<file path="src/rtl/mavg_pkg.sv">
// ----------------------------------------------------------------------------
// mavg_pkg
// Shared constants and control types for the moving average with warm-up.
// ----------------------------------------------------------------------------
package mavg_pkg;

    // Width of one sample and of one mean.
    localparam int SAMPLE_W   = 16;

    // Default number of samples in the averaging window.
    localparam int WINDOW_DEF = 16;

    // Commands from the controller to the datapath.
    typedef struct packed {
        logic capture;   // latch the incoming sample
        logic update;    // replace the oldest entry, update the sum, load the divider
        logic div_step;  // one restoring division step
        logic out_load;  // move the quotient into the output register
    } cmd_t;

    // Status from the datapath to the controller.
    typedef struct packed {
        logic div_last;  // the current division step is the final one
    } status_t;

endpackage

</file>
<file path="src/rtl/mavg_sample_if.sv">
// ----------------------------------------------------------------------------
// mavg_sample_if
// Valid/ready channel that carries one input sample per item.
// ----------------------------------------------------------------------------
interface mavg_sample_if;

    logic                          valid;
    logic                          ready;
    logic [mavg_pkg::SAMPLE_W-1:0] sample;

    modport source (output valid, output sample, input ready);
    modport sink   (input valid, input sample, output ready);

endinterface

</file>
<file path="src/rtl/mavg_mean_if.sv">
// ----------------------------------------------------------------------------
// mavg_mean_if
// Valid/ready channel that carries one mean per item.
// ----------------------------------------------------------------------------
interface mavg_mean_if;

    logic                          valid;
    logic                          ready;
    logic [mavg_pkg::SAMPLE_W-1:0] mean;

    modport source (output valid, output mean, input ready);
    modport sink   (input valid, input mean, output ready);

endinterface

</file>
<file path="src/rtl/mavg_ram.sv">
// ----------------------------------------------------------------------------
// mavg_ram
// Generic single-write, single-read RAM with a registered read port.
// ----------------------------------------------------------------------------
module mavg_ram #(
    parameter int WIDTH  = 16,
    parameter int DEPTH  = 16,
    parameter int ADDR_W = (DEPTH > 1) ? $clog2(DEPTH) : 1
) (
    input  logic              clk,
    input  logic              we,
    input  logic [ADDR_W-1:0] waddr,
    input  logic [WIDTH-1:0]  wdata,
    input  logic [ADDR_W-1:0] raddr,
    output logic [WIDTH-1:0]  rdata
);

    logic [WIDTH-1:0] mem_reg [DEPTH];
    logic [WIDTH-1:0] rdata_reg;

    // Write port and registered read port.
    always_ff @(posedge clk)
    begin
        if (we)
        begin
            mem_reg[waddr] <= wdata;
        end
        rdata_reg <= mem_reg[raddr];
    end

    assign rdata = rdata_reg;

endmodule

</file>
<file path="src/rtl/mavg_datapath.sv">
// ----------------------------------------------------------------------------
// mavg_datapath
// Sample ring, running sum, window position and restoring divider.
// ----------------------------------------------------------------------------
module mavg_datapath #(
    parameter int WINDOW = mavg_pkg::WINDOW_DEF
) (
    input  logic                          clk,
    input  logic                          rst_n,
    input  mavg_pkg::cmd_t                cmd,
    output mavg_pkg::status_t             status,
    input  logic [mavg_pkg::SAMPLE_W-1:0] sample_in,
    output logic [mavg_pkg::SAMPLE_W-1:0] mean_out
);

    localparam int SW    = mavg_pkg::SAMPLE_W;
    localparam int POS_W = (WINDOW > 1) ? $clog2(WINDOW) : 1;
    localparam int SUM_W = SW + POS_W;
    localparam int DIV_W = $clog2(WINDOW + 1);
    localparam int STP_W = $clog2(SUM_W);

    logic [SW-1:0]    sample_reg;
    logic [SUM_W-1:0] sum_reg,  sum_next;
    logic [POS_W-1:0] pos_reg,  pos_next;
    logic             full_reg, full_next;
    logic [SUM_W-1:0] dvd_reg;
    logic [DIV_W-1:0] rem_reg;
    logic [DIV_W-1:0] divisor_reg, divisor_next;
    logic [STP_W-1:0] step_reg;
    logic [SW-1:0]    mean_reg;

    logic [SW-1:0]    ram_rdata;
    logic [SW-1:0]    old_sample;
    logic [DIV_W-1:0] count;
    logic [DIV_W:0]   shifted;
    logic [DIV_W:0]   diff;

    // Ring of the most recent samples; read at the write position.
    mavg_ram #(
        .WIDTH  (SW),
        .DEPTH  (WINDOW),
        .ADDR_W (POS_W)
    ) u_ring (
        .clk   (clk),
        .we    (cmd.update),
        .waddr (pos_reg),
        .wdata (sample_reg),
        .raddr (pos_reg),
        .rdata (ram_rdata)
    );

    // Until the ring has wrapped, the overwritten entry counts as zero; the RAM itself has no reset.
    assign old_sample = full_reg ? ram_rdata : '0;
    assign sum_next   = sum_reg - SUM_W'(old_sample) + SUM_W'(sample_reg);

    // Position advance with wrap; a wrap marks the window as full.
    always_comb
    begin
        if (pos_reg == POS_W'(WINDOW - 1))
        begin
            pos_next  = '0;
            full_next = 1'b1;
        end
        else
        begin
            pos_next  = pos_reg + 1'b1;
            full_next = full_reg;
        end
    end

    // Divisor: samples taken so far during warm-up, the window size afterward.
    assign count        = DIV_W'(pos_reg) + 1'b1;
    assign divisor_next = full_next ? DIV_W'(WINDOW) : count;

    // One restoring division step.
    assign shifted = {rem_reg, dvd_reg[SUM_W-1]};
    assign diff    = shifted - {1'b0, divisor_reg};

    // Window state.
    always_ff @(posedge clk or negedge rst_n)
    begin
        if (!rst_n)
        begin
            sum_reg  <= '0;
            pos_reg  <= '0;
            full_reg <= 1'b0;
        end
        else if (cmd.update)
        begin
            sum_reg  <= sum_next;
            pos_reg  <= pos_next;
            full_reg <= full_next;
        end
    end

    // Sample latch, divider and output payload.
    always_ff @(posedge clk)
    begin
        if (cmd.capture)
        begin
            sample_reg <= sample_in;
        end
        if (cmd.update)
        begin
            dvd_reg     <= sum_next;
            rem_reg     <= '0;
            divisor_reg <= divisor_next;
            step_reg    <= STP_W'(SUM_W - 1);
        end
        else if (cmd.div_step)
        begin
            if (!diff[DIV_W])
            begin
                rem_reg <= diff[DIV_W-1:0];
                dvd_reg <= {dvd_reg[SUM_W-2:0], 1'b1};
            end
            else
            begin
                rem_reg <= shifted[DIV_W-1:0];
                dvd_reg <= {dvd_reg[SUM_W-2:0], 1'b0};
            end
            step_reg <= step_reg - 1'b1;
        end
        if (cmd.out_load)
        begin
            mean_reg <= dvd_reg[SW-1:0];
        end
    end

    assign status.div_last = (step_reg == '0);
    assign mean_out        = mean_reg;

endmodule

</file>
<file path="src/rtl/mavg_ctrl.sv">
// ----------------------------------------------------------------------------
// mavg_ctrl
// Sequencer for one item: accept, update, divide, hand over the result.
// ----------------------------------------------------------------------------
module mavg_ctrl (
    input  logic              clk,
    input  logic              rst_n,
    input  logic              in_valid,
    output logic              in_ready,
    output logic              out_valid,
    input  logic              out_ready,
    output mavg_pkg::cmd_t    cmd,
    input  mavg_pkg::status_t status
);

    typedef enum logic [1:0] {
        ST_IDLE,
        ST_UPDATE,
        ST_DIVIDE,
        ST_DONE
    } state_t;

    state_t state_reg;
    logic   out_valid_reg;
    logic   out_free;

    // The output register can take a new mean when empty or being drained.
    assign out_free = !out_valid_reg || out_ready;

    // Commands decoded from the current state.
    always_comb
    begin
        cmd          = '0;
        cmd.capture  = (state_reg == ST_IDLE) && in_valid;
        cmd.update   = (state_reg == ST_UPDATE);
        cmd.div_step = (state_reg == ST_DIVIDE);
        cmd.out_load = (state_reg == ST_DONE) && out_free;
    end

    assign in_ready  = (state_reg == ST_IDLE);
    assign out_valid = out_valid_reg;

    // State and output-valid register.
    always_ff @(posedge clk or negedge rst_n)
    begin
        if (!rst_n)
        begin
            state_reg     <= ST_IDLE;
            out_valid_reg <= 1'b0;
        end
        else
        begin
            if (cmd.out_load)
            begin
                out_valid_reg <= 1'b1;
            end
            else if (out_ready)
            begin
                out_valid_reg <= 1'b0;
            end

            unique case (state_reg)
                ST_IDLE:
                begin
                    if (in_valid)
                    begin
                        state_reg <= ST_UPDATE;
                    end
                end
                ST_UPDATE:
                begin
                    state_reg <= ST_DIVIDE;
                end
                ST_DIVIDE:
                begin
                    if (status.div_last)
                    begin
                        state_reg <= ST_DONE;
                    end
                end
                ST_DONE:
                begin
                    if (out_free)
                    begin
                        state_reg <= ST_IDLE;
                    end
                end
                default:
                begin
                    state_reg <= ST_IDLE;
                end
            endcase
        end
    end

endmodule

</file>
<file path="src/rtl/moving_average_warmup.sv">
// ----------------------------------------------------------------------------
// moving_average_warmup
// Moving average over a ring of the last WINDOW samples, with a warm-up
// divisor equal to the number of samples taken until the ring first fills.
//
//   Channel     Direction  Payload        Width
//   sample_ch   in         sample         16, unsigned
//   mean_ch     out        mean           16, unsigned
//
// After acceptance, each item passes the update state and then the
// one-bit-per-cycle restoring divider, which works through all SUM_W bits
// of the sum (SUM_W = 16 + log2(WINDOW)), before the mean is loaded into
// the output register; the next sample is taken only after that load. One
// item is in work at a time; a finished mean waits in the output register
// while the next sample is taken. A stalled output holds the block in its
// final state once the next quotient is done. Reset clears the sum, the
// position and the full flag; the ring needs no clearing pass.
// ----------------------------------------------------------------------------
module moving_average_warmup #(
    parameter int WINDOW = mavg_pkg::WINDOW_DEF
) (
    input  logic   clk,
    input  logic   rst_n,
    mavg_sample_if.sink  sample_ch,
    mavg_mean_if.source  mean_ch
);

    mavg_pkg::cmd_t    cmd;
    mavg_pkg::status_t status;

    // Controller.
    mavg_ctrl u_ctrl (
        .clk       (clk),
        .rst_n     (rst_n),
        .in_valid  (sample_ch.valid),
        .in_ready  (sample_ch.ready),
        .out_valid (mean_ch.valid),
        .out_ready (mean_ch.ready),
        .cmd       (cmd),
        .status    (status)
    );

    // Datapath.
    mavg_datapath #(
        .WINDOW (WINDOW)
    ) u_datapath (
        .clk       (clk),
        .rst_n     (rst_n),
        .cmd       (cmd),
        .status    (status),
        .sample_in (sample_ch.sample),
        .mean_out  (mean_ch.mean)
    );

endmodule

</file>
<file path="src/flat_wrapper.sv">
// flat-port wrapper written by rule: the top's interface ports become plain ports
module moving_average_warmup_flat 
#(
    parameter int WINDOW = mavg_pkg::WINDOW_DEF
)
  (clk, rst_n, sample_ch_valid, sample_ch_sample, sample_ch_ready, mean_ch_valid, mean_ch_mean, mean_ch_ready);
  mavg_sample_if sample_ch_i ();
  mavg_mean_if mean_ch_i ();
  input  logic clk;
  input  logic rst_n;
  input wire logic [$bits(sample_ch_i.valid)-1:0] sample_ch_valid;
  input wire logic [$bits(sample_ch_i.sample)-1:0] sample_ch_sample;
  output wire logic [$bits(sample_ch_i.ready)-1:0] sample_ch_ready;
  output wire logic [$bits(mean_ch_i.valid)-1:0] mean_ch_valid;
  output wire logic [$bits(mean_ch_i.mean)-1:0] mean_ch_mean;
  input wire logic [$bits(mean_ch_i.ready)-1:0] mean_ch_ready;
  assign sample_ch_i.valid = sample_ch_valid;
  assign sample_ch_i.sample = sample_ch_sample;
  assign sample_ch_ready = sample_ch_i.ready;
  assign mean_ch_valid = mean_ch_i.valid;
  assign mean_ch_mean = mean_ch_i.mean;
  assign mean_ch_i.ready = mean_ch_ready;
  moving_average_warmup #(.WINDOW(WINDOW)) u_core (.clk(clk), .rst_n(rst_n), .sample_ch(sample_ch_i), .mean_ch(mean_ch_i));
endmodule
</file>
<file path="config.mk">
export PLATFORM = sky130hd
export DESIGN_NAME = moving_average_warmup_flat
export DESIGN_NICKNAME = d
export VERILOG_FILES = /design/src/rtl/mavg_pkg.sv /design/src/rtl/mavg_sample_if.sv /design/src/rtl/mavg_mean_if.sv /design/src/rtl/mavg_ram.sv /design/src/rtl/mavg_datapath.sv /design/src/rtl/mavg_ctrl.sv /design/src/rtl/moving_average_warmup.sv /design/src/flat_wrapper.sv
export SDC_FILE = /design/constraint.sdc
export NUM_CORES = 1
export LEC_CHECK = 0
export ABC_AREA = 1
export BUFFER_PORTS_ARGS = -buffer_cell sky130_fd_sc_hd__buf_4
export CAP_MARGIN = 20
export CORE_MARGIN = 5
export CORE_UTILIZATION = 40
export DETAILED_ROUTE_END_ITERATION = 8
export HOLD_SLACK_MARGIN = 0.08
export PLACE_DENSITY = 0.65
export SYNTH_ARGS = -nofsm -noshare
export SYNTH_HDL_FRONTEND = slang
export SYNTH_SLANG_ARGS = --single-unit
</file>
<file path="constraint.sdc">
create_clock -name clk -period 5.5 [get_ports clk]
set_input_delay 0.55 -clock clk [delete_from_list [all_inputs] [get_ports clk]]
set_output_delay 0.55 -clock clk [all_outputs]
set_load 0.02 [all_outputs]
</file>
==> results of run 1 <==
[cell families (layout without fill, tap and decap cells)]
group                      after synthesis  after routing
AOI/OAI and AO/OA                      259            259
xor gates and xnor gates                 5              5
adders and majority gates               51             51
buffers and inverters                  207            286
DFF                                    367            367
and+or+nand+nor                        525            525
[final cells by class]
type | instances | area (µm²)
Clock buffer | 51 | 1000
Clock inverter | 18 | 161
Fill cell | 3622 | 21600
Inverter | 149 | 562
Multi-Input combinational cell | 840 | 4360
Sequential cell | 367 | 10600
Tap cell | 525 | 657
Timing Repair Buffer | 68 | 513
[final timing paths]
path	startpoint	to	slack, ns	depth (start not counted)
min in group asynchronous	rst_n	u_core.u_datapath.sum_reg[15]	0.49	2
worst max-delay path	u_core.u_datapath.pos_reg[0]	u_core.u_datapath.u_ring.mem_reg[10][3]	2.30	6
worst min-delay path	sample_ch_sample[10]	u_core.u_datapath.sample_reg[10]	0.18	1
max in group asynchronous	rst_n	u_core.u_datapath.pos_reg[1]	4.66	2
worst min register to register	u_core.u_datapath.dvd_reg[11]	u_core.u_datapath.mean_out[11]	0.46	0
worst max register to register	u_core.u_datapath.pos_reg[0]	u_core.u_datapath.u_ring.mem_reg[10][3]	2.30	6
[power by group through the flow]
stage,clock [µW],sequential (µW),combinational [µW]
5_1_grt,2570,4000,4180
3_5_place_dp,0,4010,3650
3_3_place_gp,0,3990,3580
6_report,2400,3950,3670
4_1_cts,2450,3950,3670
2_1_floorplan,0,3910,2740
[metrics by stage]
step	power [µW]	worst slack, ns	instance area [µm²]
floorplan	6650	2.79	15900
global placement	7570	2.27	16700
detailed placement	7650	2.36	16700
CTS	10100	2.34	17900
global route	10800	2.10	17900
finish	10000	2.30	17900
[cells in the mapped netlist]
master and n:
sky130_fd_sc_hd__a21oi_1 34, sky130_fd_sc_hd__and2_1 3, sky130_fd_sc_hd__and3_1 1, sky130_fd_sc_hd__buf_1 1, sky130_fd_sc_hd__buf_2 13, sky130_fd_sc_hd__buf_4 2
sky130_fd_sc_hd__buf_6 12, sky130_fd_sc_hd__clkbuf_1 30, sky130_fd_sc_hd__dfrtp_1 28, sky130_fd_sc_hd__dfxtp_1 26, sky130_fd_sc_hd__edfxtp_1 313, sky130_fd_sc_hd__fa_1 17
sky130_fd_sc_hd__ha_1 34, sky130_fd_sc_hd__inv_1 133, sky130_fd_sc_hd__inv_2 16, sky130_fd_sc_hd__nand2_1 268, sky130_fd_sc_hd__nand3_1 44, sky130_fd_sc_hd__nand3b_1 9
sky130_fd_sc_hd__nand4_1 19, sky130_fd_sc_hd__nor2_1 174, sky130_fd_sc_hd__nor2_2 3, sky130_fd_sc_hd__nor3_1 3, sky130_fd_sc_hd__nor3b_1 1, sky130_fd_sc_hd__o21ai_0 93
sky130_fd_sc_hd__o21ai_1 57, sky130_fd_sc_hd__o21ai_2 6, sky130_fd_sc_hd__o21bai_1 2, sky130_fd_sc_hd__o221ai_1 1, sky130_fd_sc_hd__o22ai_1 66, sky130_fd_sc_hd__xnor2_1 1
sky130_fd_sc_hd__xor2_1 4
[critical path, stage by stage, from the launching register on]
cell	delay, ns
sky130_fd_sc_hd__dfrtp_4	0.71
sky130_fd_sc_hd__inv_4	0.54
sky130_fd_sc_hd__buf_4	0.73
sky130_fd_sc_hd__ha_1	0.26
sky130_fd_sc_hd__nand2_1	0.11
sky130_fd_sc_hd__nor2_1	0.15
sky130_fd_sc_hd__buf_4	0.28
[metal layers]
metal / share of wire / vias up / track usage
li1: - / 4966 / -
met1: 0.45 / 5007 / 0.225
met2: 0.46 / 318 / 0.253
met3: 0.063 / 58 / 0.0290
met4: 0.022 / 2 / 0.0464
met5: 0.00038 / - / 0
==> results.tsv, run 1 <==
stage	metric	value	unit
synthesis	fraction_of_the_mapped_netlist_area_in_compound_gates	0.0889	
synthesis	synth-simple-area-share	0.134	
synthesis	synth-warning-count	0	
clocking	cts_hold_buffers	1	
clocking	clkLatencyLatePin	0.55	ns
sta	highest_attainable_clock_frequency	0.312	GHz
synthesis	post_synth_main_area_contributors	sky130_fd_sc_hd__edfxtp_1, sky130_fd_sc_hd__nand2_1, sky130_fd_sc_hd__dfrtp_1, sky130_fd_sc_hd__nor2_1, sky130_fd_sc_hd__dfxtp_1	
sta	relSlewSlack	0.339	
detailed_routing	drt_pass1_iterations	5	
clocking	tritoncts	done	
floorplan	design.portCount	38	
synthesis	postSynthCellCount	1414	
synthesis	post_synth_num_cell_types	31	
final_layout	finish.net_count	1535	
floorplan	floorplan.initialDensity	0.402	
synthesis	synthesized_flop_and_latch_total	367	
place	portBuffers	37	
detailed_routing	route.detailed.drc	0	
final_layout	final_common_cell	sky130_fd_sc_hd__edfxtp_1	
power_and_ir_drop	share_seq_of_total_power	0.394	
synthesis	syn-cell-area	15900	µm²
sta	fin_crit_sh	0.582	
synthesis	synthDominantCellAreaShare	0.593	
sta	rsz0062_at_grt	false	
worst_setup_path	criticalPathCategory	reg2reg	
power_and_ir_drop	leakage	0.00692	µW
sta	tightest_slew	0.990	ns
clocking	numCtsBuffers	38	
sta	worst_hold_slack	0.181	ns
sta	finalClockSkew	0.0190	ns
synthesis	synthAdderAreaFrac	0.0483	
sta	timing_hold_violations_final	0	
final_layout	finish.cell_count_without_fillers	2018	
final_layout	finish.utilization	0.453	
sta	final.min_clock_period	3.20	ns
synthesis	synth_xor_xnor_area_share	0.00276	
detailed_routing	viasPerCell	5.13	
floorplan	die_h	209	µm
clocking	clock_tree.root_cell	sky130_fd_sc_hd__clkbuf_16	
global_routing	first_pass_grt_wire_length	55.7	mm
clocking	clk_pin_slew	0.06	ns
final_layout	flip_flop_count_of_the_largest_register_all_copies_and_words_added	256	
place	dp.final_hpwl	21.7	mm
power_and_ir_drop	p_int	6180	µW
synthesis	synth_top_family_by_area	simple AND/OR/NAND/NOR gates	
final_layout	syn_to_final_growth	12.7	%
detailed_routing	iter_0_drt_violations	856	
global_routing	antenna_found_initial	1	
worst_setup_path	endpoint_kind	flip-flop	
sta	timing.setup.tns	0	ns
flow_run	max-cap-violations	0	
floorplan	fp.dieArea	43700	µm²
worst_setup_path	crit_fanout	73	
synthesis	yosys-mux-area-fraction	0	
floorplan	fp.dieW	209	µm
worst_hold_path	hold_path.class	in2reg	
final_layout	layout.cells.most_common_list	sky130_fd_sc_hd__edfxtp_1, sky130_fd_sc_hd__nand2_1, sky130_fd_sc_hd__nor2_1	
synthesis	cell_taking_the_most_area_after_synthesis	sky130_fd_sc_hd__edfxtp_1	
global_routing	first_global_vias	10200	
detailed_routing	routedWlPerCell	17.1	µm
synthesis	synth.avg_cell_area	11.2	µm²
sta	timing.final.setup_violations	0	
clocking	postCtsResizedCells	0	
clocking	cts_buffer_depth	3	
worst_setup_path	cp.arrival	3.42	ns
clocking	clock-sinks	367	
place	place.gp.congestion	0.841	
floorplan	placement_rows	73	
global_routing	grt_start_max_net_pins	78	
detailed_routing	ant_nets	0	
worst_setup_path	critical_path_required	5.72	ns
sta	maxSlewViolCount	0	
worst_setup_path	cp-start-kind	flip-flop	
synthesis	syn-num-nets	1485	
power_and_ir_drop	powerDensity	561	nW/µm²
power_and_ir_drop	power.share.combinational	0.366	
global_routing	global_route.usage.total	0.159	
floorplan	floorplan.core_area	39500	µm²
power_and_ir_drop	power.share.clock	0.240	
global_routing	globalRouteOverflowTotal	0	
clocking	cts.repair_timing.setup_buffer_count	0	
detailed_routing	routed-via-count	10400	
place	dp.cells	1948	
synthesis	yosysSeqAreaShare	0.670	
final_layout	antenna_cells_inserted	0	
status	outcome	complete, no violations	
clocking	cts_max_level	2	
detailed_routing	totalWireLength	34.6	mm
power_and_ir_drop	worst_ir_drop_on_vdd	0.000243	V
final_layout	post_route_cells_drive_above_1_share	0.0978	
power_and_ir_drop	switchingPower	3840	µW
power_and_ir_drop	switching_share	0.383	
Note: power is estimated with default switching activity, not from simulation.
==> inputs of run 2 (changes only) <==
==> constraint.sdc (replaced) <==
create_clock -name clk -period 3.3 [get_ports clk]
set_input_delay 0.33 -clock clk [delete_from_list [all_inputs] [get_ports clk]]
set_output_delay 0.33 -clock clk [all_outputs]
set_load 0.02 [all_outputs]
==> results.tsv, run 2 (synthesis results as in run 1) <==
stage	metric	value	unit	change
status	outcome	complete, no violations		
detailed_routing	routed-via-count	10500		+1.0%
final_layout	post_route_cells_drive_above_1_share	0.109		+0.0116
final_layout	final_common_cell	sky130_fd_sc_hd__edfxtp_1		
power_and_ir_drop	switchingPower	6370	µW	+66%
worst_setup_path	most_prevalent_standard_cell_on_the_critical_path	sky130_fd_sc_hd__nand2_1		
floorplan	placement_rows	73		unchanged
sta	relSlewSlack	0.313		-0.0265
worst_setup_path	r2r_setup_slack	0.35	ns	-1.95 ns
floorplan	fp.dieArea	43700	µm²	unchanged
sta	maxSlewViolCount	0		unchanged
worst_setup_path	timing.critical_path.cells	nand2_1 > inv_1 > fa_1 > inv_1 > ha_1 > nand2_1 > inv_2 > a21oi_1 > nand3_1 > o21ai_1 > nand2_1		
global_routing	antenna_found_initial	0		-1
power_and_ir_drop	power.share.clock	0.247		+0.007
final_layout	finish.net_count	1568		+2.1%
final_layout	sequential_cell_area	10600	µm²	unchanged
detailed_routing	routedWlPerCell	17.6	µm	+2.5%
clocking	clock_tree.root_cell	sky130_fd_sc_hd__clkbuf_16		
detailed_routing	iter_0_drt_violations	1113		+30%
worst_hold_path	hold_path.class	in2reg		
floorplan	die_h	209	µm	unchanged
sta	timing.final.ws_setup	0.347	ns	-1.95 ns
sta	highest_attainable_clock_frequency	0.339	GHz	+8.4%
clocking	postCtsResizedCells	0		unchanged
detailed_routing	viasPerCell	5.10		-0.59%
worst_setup_path	critical_path.startpoint	u_core.u_datapath.full_reg		
power_and_ir_drop	power.share.combinational	0.367		about the same
sta	timing.final.setup_violations	0		unchanged
worst_setup_path	timing.critical_path.buf_inv	3		unchanged
clocking	cts_max_level	2		unchanged
worst_setup_path	critical_path.top_delay_family	adder cells		
worst_setup_path	worst_r2r_startpoint	u_core.u_datapath.full_reg		
worst_hold_path	cell_depth_of_the_worst_hold_path	4		+3
global_routing	globalRouteOverflowTotal	0		unchanged
final_layout	layout.cells.most_common_list	sky130_fd_sc_hd__edfxtp_1, sky130_fd_sc_hd__nand2_1, sky130_fd_sc_hd__nor2_1		
global_routing	grt_start_max_net_pins	135		+73%
clocking	clkLatencyLatePin	0.56	ns	about the same
detailed_routing	ant_nets	0		unchanged
sta	timing.setup.tns	0	ns	unchanged
final_layout	num-fill-cells	3621		-0.028%
worst_setup_path	cp-start-kind	flip-flop		
power_and_ir_drop	share_seq_of_total_power	0.385		-0.009
place	post-place-ws	0.387	ns	-1.98 ns
power_and_ir_drop	leakage	0.00712	µW	+2.9%
floorplan	design.portCount	38		unchanged
floorplan	fp.dieW	209	µm	unchanged
final_layout	flip_flop_count_of_the_largest_register_all_copies_and_words_added	256		unchanged
place	place.gp.congestion	0.856		+1.8%
detailed_routing	route.detailed.drc	0		unchanged
global_routing	first_pass_grt_wire_length	56.4	mm	+1.2%
global_routing	first_global_vias	10200		+0.45%
clocking	numCtsBuffers	38		unchanged
detailed_routing	drt_pass1_iterations	5		unchanged
power_and_ir_drop	powerDensity	925	nW/µm²	+65%
worst_setup_path	cp.arrival	3.23	ns	-0.19 ns
worst_setup_path	crit_cells	11		+5
sta	finalClockSkew	0.0203	ns	+0.00128 ns
power_and_ir_drop	p_int	10500	µW	+70%
worst_setup_path	reg2reg_to	u_core.u_datapath.dvd_reg[9]		
final_layout	syn_to_final_growth	15.0	%	
flow_run	max-cap-violations	0		unchanged
floorplan	floorplan.initialDensity	0.402		unchanged
worst_setup_path	crit_fanout	18		-75%
sta	timing_hold_violations_final	0		unchanged
sta	worst_hold_slack	0.255	ns	+0.0741 ns
clocking	cts_buffer_depth	3		unchanged
place	dp.final_hpwl	21.9	mm	+0.97%
sta	tightest_slew	1.03	ns	+0.0407 ns
global_routing	global_route.usage.total	0.163		+0.00406
worst_setup_path	critical_path_required	3.58	ns	-2.14 ns
place	portBuffers	37		unchanged
sta	rsz0062_at_grt	false		
power_and_ir_drop	worst_ir_drop_on_vdd	0.000480	V	+98%
worst_setup_path	endpoint_kind	flip-flop		
worst_setup_path	critPathSlowestCell	sky130_fd_sc_hd__dfrtp_1		
sta	fin_crit_sh	0.895		+0.313
worst_setup_path	cp-endpoint	u_core.u_datapath.dvd_reg[9]		
detailed_routing	totalWireLength	36.1	mm	+4.2%
clocking	tritoncts	done		
final_layout	multi_input_logic_area	4350	µm²	about the same
final_layout	antenna_cells_inserted	0		unchanged
clocking	clk_pin_slew	0.06	ns	about the same
power_and_ir_drop	switching_share	0.377		-0.00609
clocking	clock-sinks	367		unchanged
worst_setup_path	r2r.worst_path.cells	11		+5
worst_setup_path	timing.critical_path.slowest_cell_delay	0.58	ns	-0.15 ns
sta	final.min_clock_period	2.95	ns	-0.247 ns
floorplan	floorplan.core_area	39500	µm²	unchanged
worst_setup_path	criticalPathCategory	reg2reg		
[run 2: cell count changes in the layout (fill, tap and decap cells not counted), moves of 4 or more]
| cell | previous run | this run |
|---|---|---|
| sky130_fd_sc_hd__buf_4 | 67 | 82 |
| sky130_fd_sc_hd__dlygate4sd3_1 | 1 | 18 |
| sky130_fd_sc_hd__clkbuf_8 | 0 | 4 |
| sky130_fd_sc_hd__clkbuf_1 | 13 | 7 |
[run 2: timing repair]
item	CTS	global route
buffers inserted	0	0
endpoints found under the hold margin	45	0
hold buffers	18	0
[run 2: power groups by stage]
stage                     logic (µW)  registers, µW  clock network, µW
final                           6200           6500               4180
after CTS                       6210           6490               4260
after global placement          6050           6570                  0
after global routing            7050           6570               4470
after detailed placement        6160           6590                  0
after floorplan                 4560           6520                  0
[run 2: layout make-up]
type                       count  area share
multi-input combinational    840       0.239
clock inverter                20      0.0107
tap                          525      0.0360
sequential                   367       0.582
clock buffer                  49      0.0566
inverter                     149      0.0308
timing repair buffer         101      0.0447
[run 2: through the flow]
stage	instance area, µm²	std cells	power [µW]	util
final	18200	2051	16900	0.462
after global placement	16800	1964	12600	0.427
after CTS	18200	2051	17000	0.462
after floorplan	15900	1414	11100	-
after global routing	18200	2051	18100	0.462
after detailed placement	16800	1964	12800	0.427
[run 2: worst min-delay path by stage]
| stage | from | end | slack, ns |
|---|---|---|---|
| 3_5_place_dp | rst_n | u_core.u_datapath.sum_reg[16] | 0.30 |
| 4_1_cts | sample_ch_valid | u_core.u_ctrl.state_reg[0] | 0.22 |
| 6_report | sample_ch_valid | u_core.u_ctrl.state_reg[0] | 0.25 |
| 2_1_floorplan | rst_n | u_core.u_ctrl.out_valid | 0.03 |
| 3_3_place_gp | rst_n | u_core.u_datapath.sum_reg[16] | 0.30 |
| 5_1_grt | rst_n | u_core.u_datapath.sum_reg[16] | 0.29 |
[run 2: routing by layer]
layer / vias to the layer above / global-route usage / part of all wire
met2: 343 / 0.259 / 0.46
met4: 0 / 0.0443 / 0.020
met5: - / 0 / 0
met3: 64 / 0.0330 / 0.081
li1: 5025 / - / -
met1: 5026 / 0.230 / 0.44
[run 2: worst reg2reg max path, delay by kind of cell, from the launching register on]
kind,cells,cell delay [ns]
fa+ha+maj,2,0.88
simple gates,4,0.57
compound gates,2,0.53
flops,1,0.58
buf+inv,3,0.15
